<file path="config.mk">
export PLATFORM = sky130hd
export DESIGN_NAME = nmea_command_sentence_parser
export DESIGN_NICKNAME = d
export VERILOG_FILES = /design/src/design/nmea_cmd_pkg.sv /design/src/design/nmea_command_sentence_parser.sv
export SDC_FILE = /design/constraint.sdc
export NUM_CORES = 1
export LEC_CHECK = 0
export BUFFER_PORTS_ARGS = -buffer_cell sky130_fd_sc_hd__buf_2
export CORE_MARGIN = 8
export CORE_UTILIZATION = 35
export CTS_BUF_LIST = sky130_fd_sc_hd__clkbuf_8
export DETAILED_ROUTE_END_ITERATION = 6
export HOLD_SLACK_MARGIN = 0.02
export PLACE_DENSITY = 0.56
export SLEW_MARGIN = 10
export SYNTH_ARGS = -nofsm -noshare
export SYNTH_HDL_FRONTEND = slang
export SYNTH_SLANG_ARGS = --single-unit
export TNS_END_PERCENT = 10
</file>
<file path="constraint.sdc">
create_clock -name clk -period 2.8 [get_ports clk]
set_clock_uncertainty 0.1 [all_clocks]
set_input_delay 0.28 -clock clk [delete_from_list [all_inputs] [get_ports clk]]
set_output_delay 0.28 -clock clk [all_outputs]
set_load 0.01 [all_outputs]
</file>
<file path="src/design/nmea_cmd_pkg.sv">
// Shared types, character constants and helper functions for the
// command sentence parser and its checker. No dependencies.
`timescale 1ns / 1ps

package nmea_cmd_pkg;

    // Parser phases
    typedef enum logic [2:0] {
        PH_WAIT    = 3'd0,
        PH_HEADER  = 3'd1,
        PH_PAYLOAD = 3'd2,
        PH_HEX1    = 3'd3,
        PH_HEX2    = 3'd4,
        PH_DONE    = 3'd5
    } phase_t;

    // Event codes on event_res
    localparam logic [2:0] EV_NONE    = 3'd0;
    localparam logic [2:0] EV_VERSION = 3'd1;
    localparam logic [2:0] EV_CALIB   = 3'd2;
    localparam logic [2:0] EV_START   = 3'd3;
    localparam logic [2:0] EV_KILL    = 3'd4;
    localparam logic [2:0] EV_UPDATE  = 3'd5;

    // Stream modes
    localparam logic [1:0] MODE_OFF   = 2'd0;
    localparam logic [1:0] MODE_RAW   = 2'd1;
    localparam logic [1:0] MODE_CAL   = 2'd2;

    // Characters of the sentence format
    localparam logic [7:0] CH_DOLLAR = 8'h24;
    localparam logic [7:0] CH_STAR   = 8'h2A;
    localparam logic [7:0] CH_CR     = 8'h0D;
    localparam logic [7:0] CH_LF     = 8'h0A;
    localparam logic [7:0] CH_P      = 8'h50;
    localparam logic [7:0] CH_M      = 8'h4D;
    localparam logic [7:0] CH_H      = 8'h48;
    localparam logic [7:0] CH_C      = 8'h43;
    localparam logic [7:0] CH_S      = 8'h53;
    localparam logic [7:0] CH_K      = 8'h4B;
    localparam logic [7:0] CH_U      = 8'h55;
    localparam logic [7:0] CH_LR     = 8'h72;
    localparam logic [7:0] CH_LC     = 8'h63;

    // One result item
    typedef struct packed {
        logic [2:0] event_res;
        logic [1:0] stream_mode;
        logic       checksum_error;
        logic       go_binary;
    } result_t;

    // Expected header byte at frame positions 1..3 ("PMS")
    function automatic logic [7:0] header_char(input logic [2:0] pos);
        logic [7:0] ch;
        case (pos)
            3'd1:    ch = CH_P;
            3'd2:    ch = CH_M;
            default: ch = CH_S;
        endcase
        return ch;
    endfunction

    // Decode one hex character: {valid, value}
    function automatic logic [4:0] hex_decode(input logic [7:0] ch);
        logic [4:0] res;
        if (ch >= 8'h30 && ch <= 8'h39)
            res = {1'b1, ch[3:0]};
        else if ((ch >= 8'h41 && ch <= 8'h46) || (ch >= 8'h61 && ch <= 8'h66))
            res = {1'b1, ch[3:0] + 4'd9};
        else
            res = 5'd0;
        return res;
    endfunction

endpackage

</file>
<file path="src/design/nmea_command_sentence_parser.sv">
// Command sentence parser top level: framing, checksum and dispatch.
// Depends on nmea_cmd_pkg.
`timescale 1ns / 1ps

// Takes one received character per item and returns exactly one result item for
// each, in order; the result is registered in the output buffer. The parser state
// updates in the accepting cycle, so a new character can be taken every clock
// while in_stall is low. Results go through a two-entry output buffer (output
// register plus skid register): in_stall rises only once both entries hold
// results that the downstream side has not yet taken.
module nmea_command_sentence_parser
(
    input  logic       clk,
    input  logic       rst_n,
    input  logic       in_valid,
    output logic       in_stall,
    input  logic [7:0] rx_byte,
    output logic       out_valid,
    input  logic       out_stall,
    output logic [2:0] event_res,
    output logic [1:0] stream_mode,
    output logic       checksum_error,
    output logic       go_binary
);
    import nmea_cmd_pkg::*;

    phase_t     phase_reg,  phase_next;
    logic [2:0] pos_reg,    pos_next;
    logic       match_reg,  match_next;
    logic [7:0] csum_reg,   csum_next;
    logic [7:0] cmd_reg,    cmd_next;
    logic [7:0] strm_reg,   strm_next;
    logic [7:0] hex1_reg,   hex1_next;
    logic [1:0] mode_reg,   mode_next;

    logic       out_valid_reg,  out_valid_next;
    logic       skid_valid_reg, skid_valid_next;
    result_t    out_data_reg,   out_data_next;
    result_t    skid_data_reg,  skid_data_next;

    result_t    res;
    logic       accept;
    logic       take;
    logic [4:0] hex_hi;
    logic [4:0] hex_lo;

    assign accept = in_valid && !skid_valid_reg;
    assign take   = out_valid_reg && !out_stall;
    assign hex_hi = hex_decode(hex1_reg);
    assign hex_lo = hex_decode(rx_byte);

    // Hold parser state; advance only on an accepted item
    always_ff @(posedge clk or negedge rst_n)
    begin
        if (!rst_n)
        begin
            phase_reg <= PH_WAIT;
            pos_reg   <= 3'd0;
            match_reg <= 1'b1;
            csum_reg  <= 8'd0;
            cmd_reg   <= 8'd0;
            strm_reg  <= 8'd0;
            hex1_reg  <= 8'd0;
            mode_reg  <= MODE_OFF;
        end
        else if (accept)
        begin
            phase_reg <= phase_next;
            pos_reg   <= pos_next;
            match_reg <= match_next;
            csum_reg  <= csum_next;
            cmd_reg   <= cmd_next;
            strm_reg  <= strm_next;
            hex1_reg  <= hex1_next;
            mode_reg  <= mode_next;
        end
    end

    // Next parser state and the result of the current character
    always_comb
    begin
        phase_next = phase_reg;
        pos_next   = pos_reg;
        match_next = match_reg;
        csum_next  = csum_reg;
        cmd_next   = cmd_reg;
        strm_next  = strm_reg;
        hex1_next  = hex1_reg;
        mode_next  = mode_reg;
        res        = '0;

        if (phase_reg == PH_WAIT || phase_reg > PH_DONE)
        begin
            // Hunt for the start token; restart the frame on it
            phase_next = PH_WAIT;
            if (rx_byte == CH_DOLLAR)
            begin
                phase_next = PH_HEADER;
                pos_next   = 3'd0;
                match_next = 1'b1;
                csum_next  = 8'd0;
            end
        end
        else
        begin
            // Advance the saturating frame position and capture letters
            if (pos_reg != 3'd7)
                pos_next = pos_reg + 3'd1;
            if (pos_next == 3'd4)
                cmd_next = rx_byte;
            if (pos_next == 3'd5)
                strm_next = rx_byte;

            case (phase_reg)
                PH_HEADER:
                begin
                    csum_next = csum_reg ^ rx_byte;
                    if (pos_next >= 3'd1 && pos_next <= 3'd3
                        && rx_byte != header_char(pos_next))
                        match_next = 1'b0;
                    if (pos_next >= 3'd3)
                        phase_next = match_next ? PH_PAYLOAD : PH_WAIT;
                end
                PH_PAYLOAD:
                begin
                    if (rx_byte == CH_STAR)
                        phase_next = PH_HEX1;
                    else if (rx_byte == CH_CR || rx_byte == CH_LF)
                        phase_next = PH_DONE;
                    else
                        csum_next = csum_reg ^ rx_byte;
                end
                PH_HEX1:
                begin
                    hex1_next  = rx_byte;
                    phase_next = PH_HEX2;
                end
                PH_HEX2:
                begin
                    // Compare the received checksum with the running XOR
                    if (hex_hi[4] && hex_lo[4] && {hex_hi[3:0], hex_lo[3:0]} == csum_reg)
                        phase_next = PH_DONE;
                    else
                    begin
                        res.checksum_error = 1'b1;
                        phase_next         = PH_WAIT;
                    end
                end
                default:
                begin
                    // Dispatch the command letter on the byte after completion
                    phase_next = PH_WAIT;
                    case (cmd_next)
                        CH_H: res.event_res = EV_VERSION;
                        CH_C: res.event_res = EV_CALIB;
                        CH_S:
                        begin
                            res.event_res = EV_START;
                            if (strm_next == CH_LR)
                                mode_next = MODE_RAW;
                            else if (strm_next == CH_LC)
                                mode_next = MODE_CAL;
                        end
                        CH_K:
                        begin
                            res.event_res = EV_KILL;
                            mode_next     = MODE_OFF;
                        end
                        CH_U:
                        begin
                            res.event_res = EV_UPDATE;
                            mode_next     = MODE_OFF;
                            res.go_binary = 1'b1;
                        end
                        default: res.event_res = EV_NONE;
                    endcase
                end
            endcase
        end
        res.stream_mode = mode_next;
    end

    // Output buffer: fill the output register, spill into skid when it is held
    always_comb
    begin
        out_valid_next  = out_valid_reg;
        skid_valid_next = skid_valid_reg;
        out_data_next   = out_data_reg;
        skid_data_next  = skid_data_reg;
        if (!out_valid_reg || take)
        begin
            if (skid_valid_reg)
            begin
                out_data_next   = skid_data_reg;
                out_valid_next  = 1'b1;
                skid_valid_next = 1'b0;
            end
            else if (accept)
            begin
                out_data_next  = res;
                out_valid_next = 1'b1;
            end
            else
                out_valid_next = 1'b0;
        end
        else if (accept)
        begin
            skid_data_next  = res;
            skid_valid_next = 1'b1;
        end
    end

    // Hold buffer control flags
    always_ff @(posedge clk or negedge rst_n)
    begin
        if (!rst_n)
        begin
            out_valid_reg  <= 1'b0;
            skid_valid_reg <= 1'b0;
        end
        else
        begin
            out_valid_reg  <= out_valid_next;
            skid_valid_reg <= skid_valid_next;
        end
    end

    // Hold buffer payload
    always_ff @(posedge clk)
    begin
        out_data_reg  <= out_data_next;
        skid_data_reg <= skid_data_next;
    end

    assign in_stall       = skid_valid_reg;
    assign out_valid      = out_valid_reg;
    assign event_res      = out_data_reg.event_res;
    assign stream_mode    = out_data_reg.stream_mode;
    assign checksum_error = out_data_reg.checksum_error;
    assign go_binary      = out_data_reg.go_binary;

endmodule

</file>
==> results of run 1 <==
==> worst max-delay path, delay by kind of cell (launching register included) <==
kind / cells / cell delay (ps)
mux: 1 / 440
compound gates: 4 / 930
fa+ha+maj: 1 / 310
simple gates: 1 / 120
flops: 1 / 450
==> power by group through the flow <==
stage | Clock (uW) | Sequential [uW] | Combinational [uW]
finish | 979 | 884 | 153
global route | 1040 | 886 | 170
CTS | 1000 | 884 | 155
detailed placement | 0 | 900 | 155
global placement | 0 | 900 | 154
floorplan | 0 | 903 | 78.6
==> synth_stat cells, drive strengths merged, types with 11 or more instances <==
master	n
dfrtp	42
nand2	37
nor2	34
o21ai	25
mux2	23
a21oi	14
edfxtp	14
inv	14
clkbuf	13
ha	11
==> repair_timing <==
action,CTS,global route
gates resized for setup,0,1
setup endpoints to repair,0,5
setup buffers,0,0
==> cell families after synthesis <==
kind of cell             after synthesis
AND/OR/NAND/NOR                      149
AO/OA/AOI/OAI                         88
flip-flops                            57
buffers and inverters                 31
multiplexers                          31
adder cells (fa/ha/maj)               11
XOR/XNOR                               4
==> worst paths after layout <==
kind | startpoint | end | slack (ps) | cells after the start
worst max-delay path | pos_reg[0] | stream_mode[0] | 210 | 7
worst min-delay path | rst_n | phase_reg[0] | 3 | 1
max in group asynchronous | rst_n | csum_reg[7] | 1980 | 1
worst max register to register | pos_reg[0] | stream_mode[0] | 210 | 7
min in group clk | out_stall | out_valid | 80 | 3
worst min register to register | strm_reg[0] | strm_reg[0] | 400 | 2
==> stage by stage <==
| step | power, uW | hold slack [ps] | setup slack, ps |
|---|---|---|---|
| global placement | 1050 | 381 | 281 |
| floorplan | 982 | -116 | 226 |
| finish | 2020 | 2.80 | 214 |
| global route | 2090 | 73.2 | 56.3 |
| detailed placement | 1060 | 382 | 162 |
| CTS | 2040 | 36.1 | 172 |
==> area by class of cell <==
type / count / share of cell area, %
Tap cell: 133 / 4.04
Multi-Input combinational cell: 283 / 46.8
Inverter: 15 / 1.37
Clock buffer: 9 / 3.00
Timing Repair Buffer: 36 / 5.34
Clock inverter: 7 / 3.10
Sequential cell: 57 / 36.3
==> routing by layer <==
layer / track usage (%) / wire, um
met1: 17.8 / 4100
met4: 6.48 / 204
met3: 3.10 / 434
met5: 0 / 0
met2: 22.3 / 4200
==> metrics.md, run 1 <==
| Metric | Value |
|---|---|
| Sequential power share | 43.8% |
| IO buf count | 20 |
| Fillers | 987 |
| Max incr delay on CP | 450 ps |
| FF+latch area | 1500 sq um |
| Placed cell areas | 3870 sq um |
| Adder-cell share of the synthesized area | 3.88% |
| Asr flop ratio synth | 75.4% |
| Combinational share of power | 7.6% |
| Xor-xnor portion of the synthesized cell area | 0.987% |
| Post-synthesis mux area share | 9.55% |
| Main combinational cell family by area after synthesis | simple AND/OR/NAND/NOR gates |
| Number of flops mapped to enable cells by yosys | 14 |
| Io pins | 21 |
| GR Overflow Total | 0 |
| Die area | 13,600 sq um |
| Post-layout instance area | 4120 sq um |
| Switch share | 24.2% |
| CTS tree | yes |
| Status | complete, no violations |
| Synth top area share | 29.6% |
| Pleak | 0.00178 uW |
| Placeable core area | 9820 sq um |
| RD Place Congestion | 0.840 |
| Number of diodes | 0 |
| Critical Path Source Type | flip-flop |
| DRT Pass-1 Iters | 4 |
| PwrDens | 489 nW/um^2 |
| Fin nets | 425 |
| GRT Total Usage | 14.1% |
| Leading area contributor after synthesis | dfrtp_1 |
| Power share of the clock group | 48.6% |
| Syn nets | 394 |
| Period utilisation layout | 92.4% |
| Max-Cap Viols | 0 |
| Complex-gate fraction of the synthesized area | 16.6% |
| Worst VDD drop | 0.248 mV |
| Synth Instances | 371 |
| WP data required | 2800 ps |
| CTS Buffer Depth | 2 |
| Netlist cell types | 62 |
| Register bit total from synthesis | 57 |
| Register area share after synthesis | 42.2% |
| Die width | 117 um |
| Psw | 489 uW |
| Mapped Area | 3550 sq um |
| Root buffer cell | clkbuf_8 |
| Wirelength per Cell | 16.6 um |
| Critical path type | reg2reg |
| CP cell instances | ha_1 -> o21ai_0 -> mux2_2 -> o21a_1 -> a311o_1 -> nand2_1 -> a31oi_1 |
| Crit end category | flip-flop |
| Top cells by area, synth | dfrtp_1 (30%), edfxtp_1 (12%), mux2_2 (7.3%) |
| Hpwl dp | 6640 um |
| DRC violations left | 0 |
| Max-slew violation count | 0 |
| Syn. warnings | 0 |
| Largest net degree at the start of global routing | 44 |
| Final hold vios | 0 |
| P_int | 1530 uW |
| Clk sinks | 57 |
| CTS Hold Bufs | 0 |
| Slew @ Worst Pin | 999 ps |
| Via Count | 2,932 |
| Die height | 117 um |
| CP max stage cell | dfrtp_1 |
| Inserted Clock Buffers | 9 |
| H-tree levels | 3 |
| Clock transition at path regs | 80 ps |
| Multi-input logic area | 1930 sq um |
| Most frequent cells in the layout | dfrtp_1 (42), nand2_1 (37), nor2_1 (34), o21ai_0 (24), mux2_2 (23) |
| Setup TNS | 0 ps |
| Most common cell after layout, fill and taps aside | dfrtp_1 |
| Layout area overhead | 16.1% |
| RSZ-0062 raised after global routing | no |
| Routed Antenna Nets | 0 |
| Fmax | 387 MHz |
| CP max FO | 7 |
| Hold crit path type | in2async |
| Number of global-route vias before repair | 2,857 |
| Iteration-0 DRC Markers | 180 |
| Clk Latency, worst-skew pair | 350 ps |
| Final setup fails | 0 |
| Wirelength, routed | 8940 um |
| First-pass GRT wire length | 14,700 um |
| Worst path arrival time | 2590 ps |
| Fin util | 42.0% |
| Dpl cells | 524 |
| Initial core utilization | 36.2% |
| Simple-Gate Fraction of Synth Area | 23.3% |
| Synthesized area per cell | 9.57 sq um |
| Initial antenna violation count | 0 |
| Rows | 36 |
| Ys flop type | dfrtp_1 |
| Slew margin rel. | 33.4% |
| Finished Layout Cells | 540 |
| Via density | 5.43 |
| Share of cells above drive strength 1 | 21.4% |
| Min Tclk post-route | 2590 ps |
Note: power is estimated with default switching activity, not from simulation.
==> run 2: changes to the inputs <==
--- a/config.mk
+++ b/config.mk
@@ -6,12 +6,14 @@
 export NUM_CORES = 1
 export LEC_CHECK = 0
 export BUFFER_PORTS_ARGS = -buffer_cell sky130_fd_sc_hd__buf_2
+export CELL_PAD_IN_SITES_DETAIL_PLACEMENT = 1
+export CELL_PAD_IN_SITES_GLOBAL_PLACEMENT = 1
 export CORE_MARGIN = 8
 export CORE_UTILIZATION = 35
 export CTS_BUF_LIST = sky130_fd_sc_hd__clkbuf_8
 export DETAILED_ROUTE_END_ITERATION = 6
 export HOLD_SLACK_MARGIN = 0.02
-export PLACE_DENSITY = 0.56
+export PLACE_DENSITY = 0.67
 export SLEW_MARGIN = 10
 export SYNTH_ARGS = -nofsm -noshare
 export SYNTH_HDL_FRONTEND = slang
==> metrics.md, run 2 (synthesized netlist as in run 1, its figures left out) <==
| Metric | Value |
|---|---|
| Final setup fails | 0 (unchanged) |
| GRT Total Usage | 15.6% (+1.5 points) |
| Worst setup endpoint | stream_mode[1] |
| Layout area overhead | 16.2% |
| CP Launch Point | pos_reg[0] |
| Met1 Use GR | 20.2% (+2.4 points) |
| Multi-input logic area | 1940 sq um (+0.26%) |
| Slew margin rel. | 29.6% (-3.8 points) |
| CP max stage cell | or4_1 |
| Via Count | 2,979 (+1.6%) |
| Io pins | 21 (unchanged) |
| Root buffer cell | clkbuf_8 |
| Status | complete, no violations |
| Setup TNS | 0 ps (unchanged) |
| Largest net degree at the start of global routing | 44 (unchanged) |
| DRC violations left | 0 (unchanged) |
| Most common cell after layout, fill and taps aside | dfrtp_1 |
| Max-Cap Viols | 0 (unchanged) |
| H-tree levels | 3 (unchanged) |
| Hpwl dp | 7290 um (+9.9%) |
| Pwr Total | 2010 uW (-0.36%) |
| Inserted Clock Buffers | 9 (unchanged) |
| Pleak | 0.00178 uW (+0.14%) |
| Fmax | 389 MHz (+0.54%) |
| Routing usage on met2 | 25.4% (+3.1 points) |
| Max-slew violation count | 0 (unchanged) |
| CTS Buffer Depth | 2 (unchanged) |
| IO buf count | 20 (unchanged) |
| CTS Hold Bufs | 0 (unchanged) |
| Worst VDD drop | 0.183 mV (-26%) |
| Post-CTS Setup Bufs | 0 (unchanged) |
| FF+latch area | 1500 sq um (unchanged) |
| Critical Path Source Type | flip-flop |
| Dpl cells | 525 (+0.19%) |
| Die height | 117 um (unchanged) |
| Die area | 13,600 sq um (unchanged) |
| Reg2reg setup slack | 230 ps (about the same) |
| Hold crit path type | in2async |
| Placeable core area | 9820 sq um (unchanged) |
| Layer with the highest usage | met2 |
| Final hold vios | 0 (unchanged) |
| Routed Antenna Nets | 0 (unchanged) |
| Rows | 36 (unchanged) |
| First-pass GRT wire length | 16,200 um (+10%) |
| PwrDens | 487 nW/um^2 (-0.48%) |
| Initial antenna violation count | 0 (unchanged) |
| Clk sinks | 57 (unchanged) |
| Most frequent cell on the critical path | a31oi_1 |
| Post-cts resize count | 0 (unchanged) |
| Number of global-route vias before repair | 3,090 (+8.2%) |
| DRT Pass-1 Iters | 5 (+1) |
| GR Overflow Total | 0 (unchanged) |
| RD Place Congestion | 0.841 (about the same) |
| Routing usage on met3 | 3.26% (+0.16 points) |
| Clock transition at path regs | 70 ps (about the same) |
| Via density | 5.51 (+1.4%) |
| Wirelength per Cell | 18.2 um (+9.9%) |
| Fillers | 1,148 (+16%) |
| CP cell instances | ha_1 -> o21a_1 -> or4_1 -> nand2_1 -> a31oi_1 -> o21ai_0 -> a31oi_1 |
| Most frequent cells in the layout | dfrtp_1 (42), nand2_1 (37), nor2_1 (34), o21ai_0 (23), mux2_2 (23) |
| R2R Path End | stream_mode[1] |
| Slew @ Worst Pin | 1060 ps (+56.8 ps) |
| Initial core utilization | 36.2% (unchanged) |
| Clk Latency, worst-skew pair | 350 ps (about the same) |
| Number of diodes | 0 (unchanged) |
| Post-Place Setup Slack | 193 ps (+31.0 ps) |
| RSZ-0062 raised after global routing | no |
| Reg-to-Reg Start | pos_reg[0] |
| CTS tree | yes |
| Fin nets | 426 (+0.24%) |
| Worst path arrival time | 2560 ps (-30 ps) |
| Iteration-0 DRC Markers | 149 (-17%) |
| Min Tclk post-route | 2570 ps (-14.0 ps) |
| Die width | 117 um (unchanged) |
| Crit end category | flip-flop |
| CP max FO | 7 (unchanged) |
| WP data required | 2790 ps (about the same) |
| Critical path type | reg2reg |
| Share of cells above drive strength 1 | 21.3% (-0.052 points) |
| Worst Reg2Reg Path Length in Cells | 7 (unchanged) |
| Max incr delay on CP | 520 ps (+70 ps) |
| Finished Layout Cells | 541 (+0.19%) |
| Final WS setup | 228 ps (+14.0 ps) |
| Period utilisation layout | 91.9% (-0.50 points) |
| Wirelength, routed | 9850 um (+10%) |
-- run 2: changes by cell type in the layout (fill, tap and decap cells not counted), sizes merged --
cell      previous run  this run
clkinv               4         2
clkinvlp             0         1
clkbuf               9        10
buf                 36        37
-- run 2: how the worst min path moves through the flow --
| stage | slack [ps] | cells after the start | endpoint |
|---|---|---|---|
| finish | 20 | 1 | hex1_reg[7] |
| global route | 100 | 1 | out_valid |
| CTS | 50 | 1 | hex1_reg[7] |
| detailed placement | 390 | 1 | strm_reg[3] |
| global placement | 380 | 1 | strm_reg[7] |
| floorplan | -120 | 0 | cmd_reg[0] |
-- run 2: layout make-up --
type / instances / share of cell area [%]
clock buffer: 10 / 3.33
timing repair buffer: 37 / 5.52
inverter: 15 / 1.36
multi-input combinational: 283 / 46.9
sequential: 57 / 36.3
clock inverter: 6 / 2.58
tap: 133 / 4.03
-- run 2: per-stage QoR --
stage               hold slack [ps]  utilization [%]  instance area (sq um)
CTS                            50.9             42.0                   4120
floorplan                      -116                -                   3550
detailed placement              393             39.5                   3880
global placement                383             39.5                   3880
global route                    101             42.0                   4130
finish                         20.8             42.0                   4130
-- run 2: critical path, delay by kind of cell (launching register included) --
kind | cells | cell delay [ps]
adders and majority gates | 1 | 310
and+or+nand+nor | 2 | 640
AOI/OAI and AO/OA | 4 | 800
DFF | 1 | 450
-- run 2: routing by layer --
layer,up-vias,routed length [um]
met2,46,4540
met3,8,340
met1,1499,4860
met4,0,112
li1,1426,-
met5,-,0
-- run 2: where the power goes --
part           leakage [uW]  total [uW]  switching [uW]  internal [uW]
logic              0.000932         158             105           53.2
registers          0.000722         884            10.3            874
clock network      0.000124         966             355            611
total               0.00178        2010             471           1540
==> run 3: changes to the inputs <==
--- a/config.mk
+++ b/config.mk
@@ -12,8 +12,9 @@
 export CORE_UTILIZATION = 35
 export CTS_BUF_LIST = sky130_fd_sc_hd__clkbuf_8
 export DETAILED_ROUTE_END_ITERATION = 6
+export GPL_TIMING_DRIVEN = 1
 export HOLD_SLACK_MARGIN = 0.02
-export PLACE_DENSITY = 0.67
+export PLACE_DENSITY_LB_ADDON = 0.2
 export SLEW_MARGIN = 10
 export SYNTH_ARGS = -nofsm -noshare
 export SYNTH_HDL_FRONTEND = slang
==> metrics.md, run 3 (synthesized netlist as in run 1, its figures left out) <==
| Metric | Value |
|---|---|
| Status | complete, no violations |
| CP max stage cell | or4_1 |
| Fmax | 384 MHz (-1.2%) |
| Fillers | 1,157 (+0.78%) |
| CTS tree | yes |
| Initial antenna violation count | 0 (unchanged) |
| WP data required | 2770 ps (-20 ps) |
| Max-Cap Viols | 0 (unchanged) |
| Period utilisation layout | 93.0% (+1.1 points) |
| Final setup fails | 0 (unchanged) |
| Hold Slack | 26.9 ps (+6.06 ps) |
| Sequential power share | 51.9% (+7.9 points) |
| Number of diodes | 0 (unchanged) |
| Inserted Clock Buffers | 9 (unchanged) |
| Clk sinks | 57 (unchanged) |
| Placeable core area | 9820 sq um (unchanged) |
| DRC violations left | 0 (unchanged) |
| CP max FO | 7 (unchanged) |
| Critical path type | reg2reg |
| Share of cells above drive strength 1 | 21.3% (unchanged) |
| Rows | 36 (unchanged) |
| Clk Latency, worst-skew pair | 340 ps (about the same) |
| Hpwl dp | 7450 um (+2.2%) |
| Final hold vios | 0 (unchanged) |
| Psw | 467 uW (-0.69%) |
| Die area | 13,600 sq um (unchanged) |
| H-tree levels | 3 (unchanged) |
| Die width | 117 um (unchanged) |
| Most frequent cells in the layout | dfrtp_1 (41), nand2_1 (37), nor2_1 (34), o21ai_0 (23), mux2_2 (23) |
| Hold crit path type | in2async |
| Worst path arrival time | 2580 ps (+20 ps) |
| Pwr Total | 1710 uW (-15%) |
| Fin util | 41.2% (-0.88 points) |
| Post-layout instance area | 4040 sq um (-2.1%) |
| First-pass GRT wire length | 16,400 um (+1.2%) |
| RSZ-0062 raised after global routing | no |
| DRT Pass-1 Iters | 4 (-1) |
| Root buffer cell | clkbuf_8 |
| CTS Buffer Depth | 2 (unchanged) |
| Critical Path Source Type | flip-flop |
| Switch share | 27.4% (+4.0 points) |
| CTS Hold Bufs | 0 (unchanged) |
| Min Tclk post-route | 2600 ps (+30.8 ps) |
| IO buf count | 20 (unchanged) |
| Slew @ Worst Pin | 1040 ps (-12.2 ps) |
| Die height | 117 um (unchanged) |
| Power share of the clock group | 38.8% (-9.3 points) |
| Slew margin rel. | 30.4% (+0.81 points) |
| Crit end category | flip-flop |
| RD Place Congestion | 0.822 (-2.2%) |
| Fin nets | 426 (unchanged) |
| CP cell instances | ha_1 -> o21a_1 -> or4_1 -> and3_1 -> a311o_1 -> nand2_1 -> a31oi_1 |
| GRT Total Usage | 15.6% (+0.049 points) |
| Combinational share of power | 9.3% (+1.4 points) |
| Io pins | 21 (unchanged) |
| Max-slew violation count | 0 (unchanged) |
| Iteration-0 DRC Markers | 159 (+6.7%) |
| Via density | 5.51 (about the same) |
| P_int | 1240 uW (-19%) |
| PwrDens | 422 nW/um^2 (-13%) |
| Pleak | 0.00174 uW (-2.2%) |
| Layout area overhead | 13.8% |
| Clock transition at path regs | 80 ps (about the same) |
| Wirelength per Cell | 18.3 um (+0.36%) |
| Max incr delay on CP | 540 ps (+20 ps) |
| Setup TNS | 0 ps (unchanged) |
| Post-cts resize count | 0 (unchanged) |
| Worst VDD drop | 0.153 mV (-17%) |
| Most common cell after layout, fill and taps aside | dfrtp_1 |
| Initial core utilization | 36.2% (unchanged) |
| Via Count | 2,980 (+0.034%) |
| Number of global-route vias before repair | 3,127 (+1.2%) |
| Wirelength, routed | 9890 um (+0.36%) |
| Routed Antenna Nets | 0 (unchanged) |
| Post-CTS Setup Bufs | 0 (unchanged) |
| Placed cell areas | 3880 sq um (unchanged) |
| GR Overflow Total | 0 (unchanged) |
| Largest net degree at the start of global routing | 44 (unchanged) |
[run 3: cell types whose count changed in the layout (fill, tap and decap cells not counted)]
cell and change:
bufinv_16 -3, clkbuf_8 -1, clkinv_2 +3, clkinvlp_4 +1, dfrtp_1 -1, dfrtp_2 +1
o221ai_1 +1, o221ai_2 -1
[run 3: worst max-delay path: cells and delay by family (launching register included)]
| kind | cells | cell delay [ps] |
|---|---|---|
| compound gates | 3 | 630 |
| fa+ha+maj | 1 | 290 |
| flops | 1 | 460 |
| simple gates | 3 | 860 |
[run 3: power by group through the flow]
| stage | clock network (uW) | registers, uW | logic (uW) |
|---|---|---|---|
| final | 662 | 885 | 158 |
| after global routing | 718 | 888 | 175 |
| after CTS | 685 | 885 | 161 |
| after detailed placement | 0 | 902 | 160 |
| after global placement | 0 | 900 | 158 |
| after floorplan | 0 | 903 | 78.6 |
[run 3: metrics by stage]
step                      cells  setup slack [ps]
after floorplan             371               226
after global placement      525               243
after detailed placement    525               188
after CTS                   541               168
after global routing        541              55.8
final                       541               197
[run 3: layout make-up]
type	count	area, sq um	area share, %
Clock inverter	7	38.8	0.960
Sequential cell	57	1500	37.1
Tap cell	133	166	4.12
Multi-Input combinational cell	283	1930	47.7
Inverter	15	56.3	1.39
Timing Repair Buffer	37	228	5.63
Clock buffer	9	124	3.07
[run 3: layer usage]
metal	vias to the layer above	GRT usage (%)	wire (um)
met1	1504	20.4	4880
met5	-	0	0
li1	1435	-	-
met2	27	25.2	4630
met4	0	5.63	157
met3	14	2.74	219
[run 3: final timing paths]
kind                              from  slack (ps)              to  cells after the start
setup / recovery            pos_reg[0]         200  stream_mode[0]                      7
hold reg to reg            strm_reg[0]         390     strm_reg[0]                      2
setup reg to reg            pos_reg[0]         200  stream_mode[0]                      7
hold / removal                   rst_n          30      cmd_reg[4]                      1
min in group clk              in_valid         110       out_valid                      3
max in group asynchronous        rst_n        1860      pos_reg[0]                      1
